### config.mk
export PLATFORM = sky130hd
export DESIGN_NAME = utf8_decoder_three_byte
export DESIGN_NICKNAME = d
export VERILOG_FILES = /design/src/rtl/core/u8d_pkg.sv /design/src/rtl/core/u8d_front.sv /design/src/rtl/core/u8d_queue.sv /design/src/rtl/core/u8d_emit.sv /design/src/rtl/core/utf8_decoder_three_byte.sv
export VERILOG_INCLUDE_DIRS = /design/src /design/src/rtl/core
export SDC_FILE = /design/constraint.sdc
export NUM_CORES = 1
export LEC_CHECK = 0
export ABC_AREA = 1
export ABC_CLOCK_PERIOD_IN_PS = 7370
export BUFFER_PORTS_ARGS = -buffer_cell sky130_fd_sc_hd__buf_2
export CAP_MARGIN = 20
export CORE_AREA = 2 2 107 109
export CTS_CLUSTER_SIZE = 25
export DETAILED_ROUTE_END_ITERATION = 8
export DIE_AREA = 0 0 109 111
export PLACE_DENSITY = 0.9
export SLEW_MARGIN = 20
export SYNTH_ARGS = -nofsm -noshare
export SYNTH_HDL_FRONTEND = slang
export SYNTH_SLANG_ARGS = --single-unit
### constraint.sdc
create_clock -name clock -period 7.37 [get_ports clock]
set_clock_uncertainty 0.1 [all_clocks]
set_input_delay 0.3685 -clock clock [delete_from_list [all_inputs] [get_ports clock]]
set_output_delay 0.3685 -clock clock [all_outputs]
set_load 0.01 [all_outputs]
### src/rtl/core/utf8_decoder_three_byte_assert.svh
// ---------------------------------------------------------------------------
// UTF-8 decoder assertion macros
// Concurrent assertion wrappers; all of them compile away under NO_ASSERTIONS.
// ---------------------------------------------------------------------------
`ifndef UTF8_DECODER_THREE_BYTE_ASSERT_SVH
`define UTF8_DECODER_THREE_BYTE_ASSERT_SVH

`ifndef NO_ASSERTIONS

// property must hold at every edge outside reset
`define U8D_ASSERT(lbl, clk, rst, prop, msg) \
   lbl: assert property (@(posedge clk) disable iff (rst) prop) else $error(msg);

// when trig holds, prop must hold at the next edge
`define U8D_ASSERT_NEXT(lbl, clk, rst, trig, prop, msg) \
   lbl: assert property (@(posedge clk) disable iff (rst) (trig) |=> (prop)) else $error(msg);

`else

`define U8D_ASSERT(lbl, clk, rst, prop, msg)
`define U8D_ASSERT_NEXT(lbl, clk, rst, trig, prop, msg)

`endif

`endif

### src/rtl/core/u8d_pkg.sv
// ---------------------------------------------------------------------------
// u8d_pkg
// Shared types and constants of the three-byte UTF-8 decoder.
// ---------------------------------------------------------------------------
`timescale 1ns / 1ps
`default_nettype none

package u8d_pkg;

   // replacement code after reset: '?'
   localparam logic [15:0] REPLACEMENT_RESET = 16'h003F;

   // results one byte can cause
   localparam int MAX_RESULTS = 3;
   localparam int SLOT_W      = $clog2(MAX_RESULTS + 1);

   // bundle queue between front and back
   localparam int QUEUE_DEPTH = 2;
   localparam int QUEUE_PTR_W = (QUEUE_DEPTH > 1) ? $clog2(QUEUE_DEPTH) : 1;
   localparam int QUEUE_CNT_W = $clog2(QUEUE_DEPTH + 1);

   // bytes held of an unfinished sequence
   typedef enum logic [1:0] {
      HOLD_NONE = 2'd0,
      HOLD_ONE  = 2'd1,
      HOLD_TWO  = 2'd2
   } held_state_type;

   // one result; a replacement takes its code from the register at the back end
   typedef struct packed {
      logic [15:0] code;
      logic        rep;
   } result_type;

   // all results of one byte, slot 0 first
   typedef struct packed {
      logic [SLOT_W-1:0]                count;
      result_type [MAX_RESULTS-1:0]     slot;
   } bundle_type;

endpackage

`default_nettype wire

### src/rtl/core/u8d_front.sv
// ---------------------------------------------------------------------------
// u8d_front
// Accepts text bytes, tracks the pending sequence and builds a bundle of
// up to three results per byte.
// ---------------------------------------------------------------------------
`timescale 1ns / 1ps
`default_nettype none

`include "utf8_decoder_three_byte_assert.svh"

module u8d_front (
   input  wire logic                clock,
   input  wire logic                reset,
   input  wire logic                in_valid,
   input  wire logic [7:0]          in_byte,
   input  wire logic                in_last,
   input  wire logic                space,
   output logic                     in_ready,
   output logic                     push,
   output u8d_pkg::bundle_type      push_data
);

   localparam int SLOT_W_L = u8d_pkg::SLOT_W;

   u8d_pkg::held_state_type state_ff, state_in, mid_state;
   logic [7:0] held_lead_ff, held_lead_in;
   logic [7:0] held_second_ff, held_second_in;

   logic accept;
   logic byte_zero, byte_cont, byte_ascii, byte_lead;
   logic held_is_two_byte;
   logic takes_lead;
   logic [SLOT_W_L-1:0] pre_reps, post_reps;

   u8d_pkg::bundle_type bundle;

   // append one result if a slot is left
   function automatic u8d_pkg::bundle_type add_result(u8d_pkg::bundle_type b,
                                                      u8d_pkg::result_type r);
      u8d_pkg::bundle_type o;
      o = b;
      if (o.count < SLOT_W_L'(u8d_pkg::MAX_RESULTS)) begin
         o.slot[o.count[SLOT_W_L-1:0]] = r;
         o.count = o.count + SLOT_W_L'(1);
      end
      return o;
   endfunction

   function automatic logic [SLOT_W_L-1:0] held_bytes(u8d_pkg::held_state_type s);
      logic [SLOT_W_L-1:0] n;
      n = '0;
      unique case (s)
         u8d_pkg::HOLD_ONE: n = SLOT_W_L'(1);
         u8d_pkg::HOLD_TWO: n = SLOT_W_L'(2);
         default:           n = '0;
      endcase
      return n;
   endfunction

   assign in_ready = space;
   assign accept   = in_valid && space;

   // byte classes
   assign byte_zero        = (in_byte == 8'h00);
   assign byte_cont        = (in_byte[7:6] == 2'b10);
   assign byte_ascii       = !in_byte[7];
   assign byte_lead        = (in_byte[7:5] == 3'b110) || (in_byte[7:4] == 4'b1110);
   assign held_is_two_byte = (held_lead_ff[7:5] == 3'b110);

   // byte is taken as a new lead (nothing held, or the held sequence broke)
   assign takes_lead = !byte_zero && ((state_ff == u8d_pkg::HOLD_NONE) || !byte_cont);

   // next state: after the byte, then the end-of-string flush
   always_comb begin
      mid_state = u8d_pkg::HOLD_NONE;
      if (takes_lead) begin
         mid_state = byte_lead ? u8d_pkg::HOLD_ONE : u8d_pkg::HOLD_NONE;
      end else if (!byte_zero) begin
         unique case (state_ff)
            u8d_pkg::HOLD_ONE: mid_state = held_is_two_byte ? u8d_pkg::HOLD_NONE
                                                            : u8d_pkg::HOLD_TWO;
            default:           mid_state = u8d_pkg::HOLD_NONE;
         endcase
      end
      state_in = state_ff;
      if (accept) begin
         state_in = (byte_zero || in_last) ? u8d_pkg::HOLD_NONE : mid_state;
      end
   end

   // held bytes
   always_comb begin
      held_lead_in   = held_lead_ff;
      held_second_in = held_second_ff;
      if (accept && takes_lead && byte_lead) begin
         held_lead_in = in_byte;
      end
      if (accept && !byte_zero && byte_cont && (state_ff == u8d_pkg::HOLD_ONE)) begin
         held_second_in = in_byte;
      end
   end

   // result bundle: flushed reps, the byte's own result, end-of-string reps
   always_comb begin
      bundle    = '0;
      pre_reps  = (byte_zero || takes_lead) ? held_bytes(state_ff) : '0;
      post_reps = (in_last && !byte_zero) ? held_bytes(mid_state) : '0;
      if (pre_reps >= SLOT_W_L'(1)) bundle = add_result(bundle, '{code: 16'h0, rep: 1'b1});
      if (pre_reps >= SLOT_W_L'(2)) bundle = add_result(bundle, '{code: 16'h0, rep: 1'b1});
      if (takes_lead) begin
         if (byte_ascii) begin
            bundle = add_result(bundle, '{code: {8'h00, in_byte}, rep: 1'b0});
         end else if (!byte_lead) begin
            bundle = add_result(bundle, '{code: 16'h0, rep: 1'b1});
         end
      end else if (!byte_zero) begin
         if ((state_ff == u8d_pkg::HOLD_ONE) && held_is_two_byte) begin
            bundle = add_result(bundle,
               '{code: {5'b0, held_lead_ff[4:0], in_byte[5:0]}, rep: 1'b0});
         end else if (state_ff == u8d_pkg::HOLD_TWO) begin
            bundle = add_result(bundle,
               '{code: {held_lead_ff[3:0], held_second_ff[5:0], in_byte[5:0]}, rep: 1'b0});
         end
      end
      if (post_reps >= SLOT_W_L'(1)) bundle = add_result(bundle, '{code: 16'h0, rep: 1'b1});
      if (post_reps >= SLOT_W_L'(2)) bundle = add_result(bundle, '{code: 16'h0, rep: 1'b1});
   end

   assign push      = accept && (bundle.count != '0);
   assign push_data = bundle;

   always_ff @(posedge clock) begin
      if (reset) begin
         state_ff <= u8d_pkg::HOLD_NONE;
      end else begin
         state_ff <= state_in;
      end
   end

   always_ff @(posedge clock) begin
      held_lead_ff   <= held_lead_in;
      held_second_ff <= held_second_in;
   end

   // a zero byte always leaves nothing pending
   `U8D_ASSERT_NEXT(a_zero_flushes, clock, reset, accept && byte_zero,
      state_ff == u8d_pkg::HOLD_NONE, "zero byte left bytes pending")
   // two held bytes only ever follow a three-byte lead
   `U8D_ASSERT(a_two_held_lead, clock, reset,
      (state_ff != u8d_pkg::HOLD_TWO) || (held_lead_ff[7:4] == 4'b1110),
      "two bytes held behind a non three-byte lead")

endmodule

`default_nettype wire

### src/rtl/core/u8d_queue.sv
// ---------------------------------------------------------------------------
// u8d_queue
// Short bundle queue decoupling the front from the output side.
// ---------------------------------------------------------------------------
`timescale 1ns / 1ps
`default_nettype none

`include "utf8_decoder_three_byte_assert.svh"

module u8d_queue (
   input  wire logic                clock,
   input  wire logic                reset,
   input  wire logic                push,
   input  wire u8d_pkg::bundle_type push_data,
   input  wire logic                pop,
   output logic                     not_full,
   output logic                     head_valid,
   output u8d_pkg::bundle_type      head_data
);

   localparam int PTR_W = u8d_pkg::QUEUE_PTR_W;
   localparam int CNT_W = u8d_pkg::QUEUE_CNT_W;

   u8d_pkg::bundle_type entry_ff [u8d_pkg::QUEUE_DEPTH];
   logic [PTR_W-1:0] wr_ptr_ff, wr_ptr_in;
   logic [PTR_W-1:0] rd_ptr_ff, rd_ptr_in;
   logic [CNT_W-1:0] count_ff, count_in;

   assign not_full   = (count_ff != CNT_W'(u8d_pkg::QUEUE_DEPTH));
   assign head_valid = (count_ff != '0);
   assign head_data  = entry_ff[rd_ptr_ff];

   // pointer and fill count
   always_comb begin
      wr_ptr_in = wr_ptr_ff;
      rd_ptr_in = rd_ptr_ff;
      count_in  = count_ff;
      if (push) begin
         wr_ptr_in = (wr_ptr_ff == PTR_W'(u8d_pkg::QUEUE_DEPTH - 1)) ? '0
                                                                      : wr_ptr_ff + PTR_W'(1);
      end
      if (pop) begin
         rd_ptr_in = (rd_ptr_ff == PTR_W'(u8d_pkg::QUEUE_DEPTH - 1)) ? '0
                                                                      : rd_ptr_ff + PTR_W'(1);
      end
      if (push && !pop) begin
         count_in = count_ff + CNT_W'(1);
      end else if (!push && pop) begin
         count_in = count_ff - CNT_W'(1);
      end
   end

   always_ff @(posedge clock) begin
      if (reset) begin
         wr_ptr_ff <= '0;
         rd_ptr_ff <= '0;
         count_ff  <= '0;
      end else begin
         wr_ptr_ff <= wr_ptr_in;
         rd_ptr_ff <= rd_ptr_in;
         count_ff  <= count_in;
      end
   end

   // storage
   always_ff @(posedge clock) begin
      if (push) begin
         entry_ff[wr_ptr_ff] <= push_data;
      end
   end

   `U8D_ASSERT(a_no_overflow, clock, reset, !push || not_full,
      "bundle pushed into a full queue")
   `U8D_ASSERT(a_no_underflow, clock, reset, !pop || head_valid,
      "bundle popped from an empty queue")

endmodule

`default_nettype wire

### src/rtl/core/u8d_emit.sv
// ---------------------------------------------------------------------------
// u8d_emit
// Unrolls queued bundles into single results through the output register.
// ---------------------------------------------------------------------------
`timescale 1ns / 1ps
`default_nettype none

`include "utf8_decoder_three_byte_assert.svh"

module u8d_emit (
   input  wire logic                clock,
   input  wire logic                reset,
   input  wire logic                head_valid,
   input  wire u8d_pkg::bundle_type head_data,
   input  wire logic [15:0]         replacement_code,
   input  wire logic                out_ready,
   output logic                     pop,
   output logic                     out_valid,
   output logic [15:0]              out_code,
   output logic                     out_rep,
   output logic                     out_last
);

   localparam int SLOT_W = u8d_pkg::SLOT_W;

   logic [SLOT_W-1:0] idx_ff, idx_in;
   logic              valid_ff, valid_in;
   logic [15:0]       code_ff, code_in;
   logic              rep_ff, rep_in;
   logic              last_ff, last_in;

   logic                load;
   logic                final_slot;
   u8d_pkg::result_type sel;

   assign load       = head_valid && (!valid_ff || out_ready);
   assign final_slot = (idx_ff == (head_data.count - SLOT_W'(1)));
   assign sel        = head_data.slot[idx_ff];
   assign pop        = load && final_slot;

   // slot walk and output register
   always_comb begin
      idx_in   = idx_ff;
      valid_in = valid_ff;
      code_in  = code_ff;
      rep_in   = rep_ff;
      last_in  = last_ff;
      if (load) begin
         idx_in   = final_slot ? '0 : idx_ff + SLOT_W'(1);
         valid_in = 1'b1;
         code_in  = sel.rep ? replacement_code : sel.code;
         rep_in   = sel.rep;
         last_in  = final_slot;
      end else if (out_ready) begin
         valid_in = 1'b0;
      end
   end

   always_ff @(posedge clock) begin
      if (reset) begin
         idx_ff   <= '0;
         valid_ff <= 1'b0;
      end else begin
         idx_ff   <= idx_in;
         valid_ff <= valid_in;
      end
   end

   always_ff @(posedge clock) begin
      code_ff <= code_in;
      rep_ff  <= rep_in;
      last_ff <= last_in;
   end

   assign out_valid = valid_ff;
   assign out_code  = code_ff;
   assign out_rep   = rep_ff;
   assign out_last  = last_ff;

   `U8D_ASSERT(a_slot_in_range, clock, reset,
      !head_valid || (idx_ff < head_data.count), "slot index beyond bundle")

endmodule

`default_nettype wire

### src/rtl/core/utf8_decoder_three_byte.sv
// ---------------------------------------------------------------------------
// utf8_decoder_three_byte
// Streaming UTF-8 decoder for one-, two- and three-byte sequences with a
// programmable replacement code.
// ---------------------------------------------------------------------------
//  channel  | ports        | contents
//  ---------+--------------+---------------------------------------------
//  request  | req_t*       | text byte, end-of-string mark in tlast
//  response | rsp_t*       | code point, replacement flag, last of run
//  csr      | csr_wr_*     | replacement code, write only
//
//  One byte accepted per cycle while the two-entry bundle queue has room.
//  Results leave one per cycle from the output register while rsp_tready is
//  high; a byte giving two or three results leaves them one after another.
//  A byte's results are registered in the bundle queue and then in the
//  output register before the first of them can be taken.
//  Reset clears pending bytes, the queue and the output; code becomes '?'.
// ---------------------------------------------------------------------------
`timescale 1ns / 1ps
`default_nettype none

module utf8_decoder_three_byte (
   input  wire logic        clock,
   input  wire logic        reset,
   // configuration
   input  wire logic        csr_wr_en,
   input  wire logic [15:0] csr_wr_data,   // replacement_code
   // request stream
   input  wire logic        req_tvalid,
   output logic             req_tready,
   input  wire logic [7:0]  req_tdata,     // [7:0] text_byte
   input  wire logic        req_tlast,     // end_of_string
   // response stream
   output logic             rsp_tvalid,
   input  wire logic        rsp_tready,
   output logic [15:0]      rsp_tdata,     // [15:0] code_point
   output logic             rsp_tuser,     // [0] is_replacement
   output logic             rsp_tlast      // last_of_run
);

   logic [15:0] repl_code_ff, repl_code_in;

   logic                push, pop, not_full, head_valid;
   u8d_pkg::bundle_type push_data, head_data;

   // replacement code register
   assign repl_code_in = csr_wr_en ? csr_wr_data : repl_code_ff;

   always_ff @(posedge clock) begin
      if (reset) begin
         repl_code_ff <= u8d_pkg::REPLACEMENT_RESET;
      end else begin
         repl_code_ff <= repl_code_in;
      end
   end

   u8d_front u_front (
      .clock     (clock),
      .reset     (reset),
      .in_valid  (req_tvalid),
      .in_byte   (req_tdata),
      .in_last   (req_tlast),
      .space     (not_full),
      .in_ready  (req_tready),
      .push      (push),
      .push_data (push_data)
   );

   u8d_queue u_queue (
      .clock      (clock),
      .reset      (reset),
      .push       (push),
      .push_data  (push_data),
      .pop        (pop),
      .not_full   (not_full),
      .head_valid (head_valid),
      .head_data  (head_data)
   );

   u8d_emit u_emit (
      .clock            (clock),
      .reset            (reset),
      .head_valid       (head_valid),
      .head_data        (head_data),
      .replacement_code (repl_code_ff),
      .out_ready        (rsp_tready),
      .pop              (pop),
      .out_valid        (rsp_tvalid),
      .out_code         (rsp_tdata),
      .out_rep          (rsp_tuser),
      .out_last         (rsp_tlast)
   );

endmodule

`default_nettype wire
# Word level (Yosys, flattened, before mapping)
# Memories as Yosys holds them, arrays and structs flattened. A register that Yosys moved wholly into a read port is not among the register bits.
# Cells that the tools add are included.
dict set report op_classes {
  addsub 10
  n_mul 0
  div_mod_pow 0
  order_cmp 17
  n_eq_ne 10
  shift 0
  mux 52
  bitwise 12
  n_reduce_logical 34
}
# cell n
set op_table {}
lappend op_table {{53-bit 2-to-1 mux} 16}
lappend op_table {{48-bit bitwise AND} 4}
lappend op_table {{48-bit NOT} 4}
lappend op_table {{51-bit bitwise mux} 3}
lappend op_table {{17-bit demux with 2-bit select} 4}
lappend op_table {{17-bit 2-to-1 mux} 5}
lappend op_table {{52-bit 2-to-1 mux} 1}
lappend op_table {{17-bit binary-select mux with 2-bit select} 1}
lappend op_table {{2-bit 2-to-1 mux} 10}
lappend op_table {{1-bit logical AND} 18}
lappend op_table {{16-bit 2-to-1 mux} 1}
lappend op_table {{2-bit by 3-bit < comparator with 1-bit output (second input constant)} 4}
lappend op_table {{3-bit bitwise OR} 4}
lappend op_table {{2-bit by 1-bit adder with 2-bit output (second input constant)} 5}
lappend op_table {{2-bit by 1-bit >= comparator with 1-bit output (second input constant)} 5}
lappend op_table {{1-bit 2-to-1 mux} 9}
lappend op_table {{8-bit zero test} 1}
lappend op_table {{2-bit case mux with 2 select lines} 2}
lappend op_table {{2-bit nonzero test} 4}
lappend op_table {{2-bit equality test (second input constant)} 3}
lappend op_table {{3-bit equality test (second input constant)} 2}
lappend op_table {{2-bit < comparator (second input constant)} 3}
lappend op_table {{1-bit zero test} 5}
lappend op_table {{1-bit logical OR} 5}
lappend op_table {{12 further kinds} 16}
dict set report totals {
  register_bits 57
  latchBits 0
  ram_bits 106
  rom_bits 0
  output_inout_bits 20
  mem_count 1
}
# memory words width read_ports rd_clocked_by_memory_dff wr line_no
set memory_table {}
lappend memory_table {u_queue.entry_ff 2 53 1 1 1 u8d_queue.sv:24} ;# u8d_pkg::bundle_type entry_ff [u8d_pkg::QUEUE_DEPTH];

# Longest topological paths before layout
dict set report depth {
  depth_word 48
  depth_mapped 16
  depth_no_buf 15
}

# Hierarchy
# Synthesis repeated with hierarchy kept, for this count alone.
dict set report unflattened {
  cells_unflattened 654
  area_unflattened_um2 7582.3
}
# mod n_inst cells_each area_per_inst_um2 seq_area_each_um2
set modules_own_cells {}
lappend modules_own_cells {u8d_queue 1 198 4305.4 3283.1}
lappend modules_own_cells {u8d_front 1 188 1336.3 460.4}
lappend modules_own_cells {u8d_emit 1 178 1295.0 600.6}
lappend modules_own_cells {utf8_decoder_three_byte 1 90 645.6 320.3}

# Least setup slack after synthesis
# Ideal clock, no wire load.
dict set report synth_timing {
  path_type {input port to flip-flop}
  from {in req_tdata[7]}
  to {mem u_queue.entry_ff[0][0] in the netlist's numbering, enable pin}
  setup_ns 0.464
  t_arrival_ns 3.419
  t_required_ns 6.806
  path_slack_ns 3.387
  stages 10
  path_buffers 1
  cell_sequence {buf_6 -> nor2_1 -> nand2_1 -> nor2_2 -> nand2_1 -> nand2_2 -> nor2_2 -> nand4_2 -> nand2_1 -> nor2_1}
}
dict set report synth_between {
  elab_chain_cells 27
}
# element line_no
set synth_lines {}
lappend synth_lines {{start: declaration} utf8_decoder_three_byte.sv:31} ;# input wire logic [7:0] req_tdata,
lappend synth_lines {{2-bit equality test} u8d_front.sv:65} ;# assign byte_cont = (in_byte[7:6] == 2'b10);
lappend synth_lines {{1-bit zero test} u8d_front.sv:71} ;# assign takes_lead = !byte_zero && ((state_ff == u8d_pkg::HOLD_NONE) || !byte_cont);
lappend synth_lines {{1-bit logical OR} u8d_front.sv:71}
lappend synth_lines {{1-bit logical AND} u8d_front.sv:71}
lappend synth_lines {{1-bit logical OR} u8d_front.sv:106} ;# pre_reps = (byte_zero || takes_lead) ? held_bytes(state_ff) : '0;
lappend synth_lines {{2-bit 2-to-1 mux} u8d_front.sv:106}
lappend synth_lines {{2-bit by 1-bit >= comparator with 1-bit output} u8d_front.sv:108} ;# if (pre_reps >= SLOT_W_L'(1)) bundle = add_result(bundle, '{code: 16'h0, rep: 1'b1});
lappend synth_lines {{52-bit 2-to-1 mux} u8d_front.sv:108}
lappend synth_lines {{[... 11 more ...]} --}
lappend synth_lines {{53-bit 2-to-1 mux} u8d_front.sv:125} ;# if (post_reps >= SLOT_W_L'(1)) bundle = add_result(bundle, '{code: 16'h0, rep: 1'b1});
lappend synth_lines {{2-bit by 1-bit adder with 2-bit output / 2-bit < comparator (equally long branches)} {u8d_front.sv:44, u8d_front.sv:42}}
lappend synth_lines {{53-bit 2-to-1 mux} u8d_front.sv:42} ;# if (o.count < SLOT_W_L'(u8d_pkg::MAX_RESULTS)) begin
lappend synth_lines {{53-bit 2-to-1 mux *} u8d_front.sv:126} ;# if (post_reps >= SLOT_W_L'(2)) bundle = add_result(bundle, '{code: 16'h0, rep: 1'b1});
lappend synth_lines {{2-bit nonzero test *} u8d_front.sv:129} ;# assign push = accept && (bundle.count != '0);
lappend synth_lines {{1-bit logical AND *} u8d_front.sv:129}
lappend synth_lines {{1-bit 2-to-1 mux *} u8d_queue.sv:67} ;# if (push) begin
lappend synth_lines {{1-bit 2-to-1 mux (not written as such) *} u8d_queue.sv:68} ;# entry_ff[wr_ptr_ff] <= push_data;
lappend synth_lines {{end: declaration} u8d_queue.sv:24}
# Every way passes the cells marked *; elsewhere a longest branch is shown, timed or not.

==> Implementation_results.wiki <==
{| class="wikitable"
! Metric !! Value
|-
| Final antenna diode count || 0
|-
| # fillers || 732
|-
| Number of standard cells in the layout, taps in and fillers out || 830
|-
| Worst Slack Setup Final || 4.50 ns
|-
| GRT met2 Usage || 0.385
|-
| Number of placed instances with taps included || 798
|-
| P_leak || 0.00305 uW
|-
| Die Height || 111 um
|-
| Cell seen most often among critical-path stages || sky130_fd_sc_hd__nand2_1
|-
| Transition time at the pin with the least slew margin || 0.901 ns
|-
| Largest net degree at the start of global routing || 55
|-
| Combinational cell fraction of total power || 0.261
|-
| Bufs on Longest Clock Path || 2
|-
| Synth warnings || 0
|-
| Worst hold path type || in -> reg
|-
| Slowest stage cell on the critical path || sky130_fd_sc_hd__buf_4
|-
| Number of detailed-routing iterations run before antenna repair || 5
|-
| Global-route usage over all layers || 0.238
|-
| Setup slack at placement || 4.53 ns
|-
| Number of antenna violations at the first check in global routing || 0
|-
| Total congestion overflow || 0
|-
| Largest fanout of any net on the critical path || 54
|-
| Number of placement rows || 39
|-
| #FFs+latches synth || 164
|-
| Number of buffers added by the clock tree synthesis step || 17
|-
| Design area || 7860 um^2
|-
| GR met1 Demand/Resource || 0.303
|-
| Post-synth top area share || 0.606
|-
| Period utilization || 0.389
|-
| Number of cells on the worst hold path || 3
|-
| Layout cells sized above 1 || 0.164
|-
| # H-tree levels || 4
|-
| Placed instance area || 7270 um^2
|-
| Half-perimeter wire length after detailed placement || 8760 um
|-
| Starting density of the core || 0.617
|-
| Cell types with the largest area share after synthesis || sky130_fd_sc_hd__edfxtp_1 61%, sky130_fd_sc_hd__dfxtp_1 7.6%, sky130_fd_sc_hd__nor2_1 5.4%, sky130_fd_sc_hd__o21ai_0 4.8%, sky130_fd_sc_hd__nand2_1 3.3%
|-
| Fraction of synthesis flops using an asynchronous set or reset pin || 0
|-
| Overall routed net length || 13700 um
|-
| Global-route wire length before repair || 21400 um
|-
| EDFF count, synth || 138
|-
| GRT busiest layer || met2
|-
| Netlist area before placement || 6830 um^2
|-
| Yosys cell types || 43
|-
| Critical Path End Type || register
|-
| Overall die area || 12100 um^2
|-
| Post-synthesis sequential area ratio || 0.683
|-
| Worst EP arrival || 3.09 ns
|-
| Top cell type by total area after synthesis || sky130_fd_sc_hd__edfxtp_1
|-
| Length in cells of the worst reg-to-reg path || 13
|-
| Worst Path Required || 7.59 ns
|-
| Core region area || 11100 um^2
|-
| Clock group share of total power || 0.298
|-
| Layout Area Growth over Synthesis || 15.0%
|-
| Total Negative Setup Slacks || 0 ns
|-
| Final hold violation count || 0
|-
| Routability-driven placement congestion ratio || 0.871
|-
| Synthesized instance count || 594
|-
| Routed wire length per instance || 16.4 um
|-
| Maximum operating frequency || 348 MHz
|-
| Post-CTS setup buffers || 0
|-
| Iteration-0 DRC count of the detailed router || 558
|-
| Switching power summed over all nets || 932 uW
|-
| Resize count post-CTS || 0
|-
| Startpoint type of the worst setup path || register
|-
| Via count of the routed design || 4681
|-
| Final nets || 705
|-
| PortBufs || 49
|-
| RSZ-0062 raised after global routing || no
|-
| Total count of max-transition violations in the final report || 0
|-
| Sinks on Clock Net || 164
|-
| Final count of negative-setup-slack endpoints || 0
|-
| Floorplan die width || 109 um
|-
| Post-CTS Hold Fix Bufs || 0
|-
| Dominant synthesized flop cell || sky130_fd_sc_hd__edfxtp_1
|-
| Clock tree from TritonCTS || yes
|-
| Fraction of power spent switching nets || 0.318
|-
| Vias in the first global route || 4377
|-
| Worst-skew pair later-pin latency || 0.43 ns
|-
| End of the worst hold path || repl_code_ff[2]
|-
| Hold wc startpoint || csr_wr_data[2]
|-
| Vias per Instance || 5.64
|-
| I/O pin count || 50
|-
| GR Util met3 || 0.0717
|-
| Power per standard cell area || 373 nW/um^2
|-
| Max_slew headroom || 0.398
|-
| Result of the run || completed
|-
| Core Util, Final || 0.710
|-
| Setup slack of the most critical reg-to-reg path || 4.50 ns
|-
| Cell-internal power || 2000 uW
|-
| Time the final worst path needs with I/O delays and setup || 2.87 ns
|-
| Reg-to-reg critical path endpoint || u_queue.count_ff[1]
|-
| Clock root buffer || sky130_fd_sc_hd__clkbuf_16
|-
| Sequential Power Share || 0.441
|-
| Cell Chain, Critical Path || buf_4 -> inv_4 -> nand2_1 -> nand2_1 -> xor2_1 -> nand3_1 -> nand2_1 -> nand2_1 -> ha_1 -> a21oi_1 -> o21ai_0 -> o21ai_0 -> a21oi_1
|-
| CTS clock-pin slew for the worst setup and hold paths || 0.06 ns
|-
| Largest stage delay on the critical path || 0.43 ns
|-
| Antenna-violating nets left || 0
|-
| Max cap viols || 0
|-
| Worst voltage drop across the vdd grid || 0.238 mV
|-
| Kind of critical path || reg -> reg
|-
| Count of unresolved DRC violations after routing || 0
|-
| Synth Area per Inst || 11.5 um^2
|}
==> registers in the layout, indices dropped and copies added, names as in the netlist, named ones only <==
register                cells
u_queue.wr_ptr_ff           1
u_emit.out_rep              1
u_emit.out_last             1
u_emit.out_code            16
u_queue.entry_ff          106
repl_code_ff               16
u_front.held_second_ff      6
u_front.held_lead_ff        8
u_emit.out_valid            1
u_queue.rd_ptr_ff           1
u_queue.count_ff            2
u_front.state_ff            2
u_emit.idx_ff               2
==> stage by stage <==
step	total power [uW]	hold WS (ns)
after CTS	2940	0.0415
after global placement	2010	0.349
after global routing	3080	0.0473
after floorplan	1860	0.330
after detailed placement	2060	0.362
final	2930	0.0554
==> metal layers <==
| metal | routed length [um] | vias to the layer above |
|---|---|---|
| met4 | 215 | 0 |
| li1 | - | 2225 |
| met2 | 6840 | 200 |
| met3 | 1090 | 23 |
| met5 | 0 | - |
| met1 | 5510 | 2233 |
==> layout make-up <==
cell class,instances,area [um^2],share of cell area
multi-input cells,393,1970,0.251
repair buffers,53,275,0.0350
clock buffers,19,433,0.0551
flip-flops and latches,164,4660,0.593
inverters,45,178,0.0226
well taps,143,179,0.0228
clock inverters,13,160,0.0204
==> cell families (layout without fill, tap and decap cells) <==
group,count (synthesis),after routing,synth area share
flops,164,164,0.683
xor+xnor,2,2,0.00256
simple gates,216,216,0.138
compound gates,137,137,0.123
mux,1,1,0.00146
other cells,1,36,0.000549
fa+ha+maj,1,1,0.00183
buf+inv,72,130,0.0498
==> Yosys cell counts, drive strengths merged (2+ instances only) <==
cell / instances
o21a: 16
nor2: 104
a21oi: 13
clkbuf: 13
o21ai: 67
nand4: 2
nor3: 21
nand3b: 2
xor2: 2
nand2: 65
nand3: 20
a211o: 3
edfxtp: 138
inv: 44
a31oi: 17
buf: 14
dfxtp: 26
o22ai: 17
==> cells in the final DEF (no fill, tap or decap), types with 2 or more instances in the layout <==
master,instances
sky130_fd_sc_hd__o21a_1,16
sky130_fd_sc_hd__nor2_4,3
sky130_fd_sc_hd__a211o_1,3
sky130_fd_sc_hd__a21oi_1,10
sky130_fd_sc_hd__clkinv_4,4
sky130_fd_sc_hd__edfxtp_1,138
sky130_fd_sc_hd__buf_2,49
sky130_fd_sc_hd__nor3_1,20
sky130_fd_sc_hd__nand3_2,3
sky130_fd_sc_hd__nand3_1,17
sky130_fd_sc_hd__conb_1,36
sky130_fd_sc_hd__nor2_2,3
sky130_fd_sc_hd__nand3b_1,2
sky130_fd_sc_hd__o21ai_0,66
sky130_fd_sc_hd__xor2_1,2
sky130_fd_sc_hd__clkinvlp_4,4
sky130_fd_sc_hd__nor2_1,98
sky130_fd_sc_hd__a21oi_4,2
sky130_fd_sc_hd__clkbuf_1,2
sky130_fd_sc_hd__o22ai_1,17
sky130_fd_sc_hd__clkinv_2,3
sky130_fd_sc_hd__dfxtp_1,26
sky130_fd_sc_hd__buf_4,4
sky130_fd_sc_hd__bufinv_16,3
sky130_fd_sc_hd__nand2_2,4
sky130_fd_sc_hd__inv_2,7
sky130_fd_sc_hd__nand2_1,60
sky130_fd_sc_hd__a31oi_1,17
sky130_fd_sc_hd__inv_1,35
sky130_fd_sc_hd__clkbuf_16,17
==> power groups by stage <==
stage | clock (uW) | sequential, uW | combinational [uW]
5_1_grt | 927 | 1300 | 854
3_5_place_dp | 0 | 1310 | 750
4_1_cts | 884 | 1290 | 763
3_3_place_gp | 0 | 1300 | 711
6_report | 874 | 1290 | 764
2_1_floorplan | 0 | 1320 | 540
==> how the worst max path moves through the flow <==
stage,startpoint,to,slack [ns],cells past startpoint
global placement,req_tdata[7],u_queue.entry_ff[1][43],4.63,9
global route,register,u_queue.count_ff[1],4.20,13
detailed placement,req_tdata[7],u_queue.entry_ff[1][28],4.53,9
CTS,register,u_queue.count_ff[1],4.53,13
finish,register,u_queue.count_ff[1],4.50,13
floorplan,req_tdata[7],u_queue.entry_ff[0][0],3.39,10
==> critical path, delay by kind of cell, from the launching register on <==
| kind | cells | cell delay, ns |
|---|---|---|
| compound gates | 4 | 0.46 |
| xor+xnor | 1 | 0.18 |
| fa+ha+maj | 1 | 0.32 |
| buf+inv | 2 | 0.75 |
| flops | 1 | 0.30 |
| simple gates | 5 | 0.59 |
No activity file was read; power rests on OpenSTA's default activity.
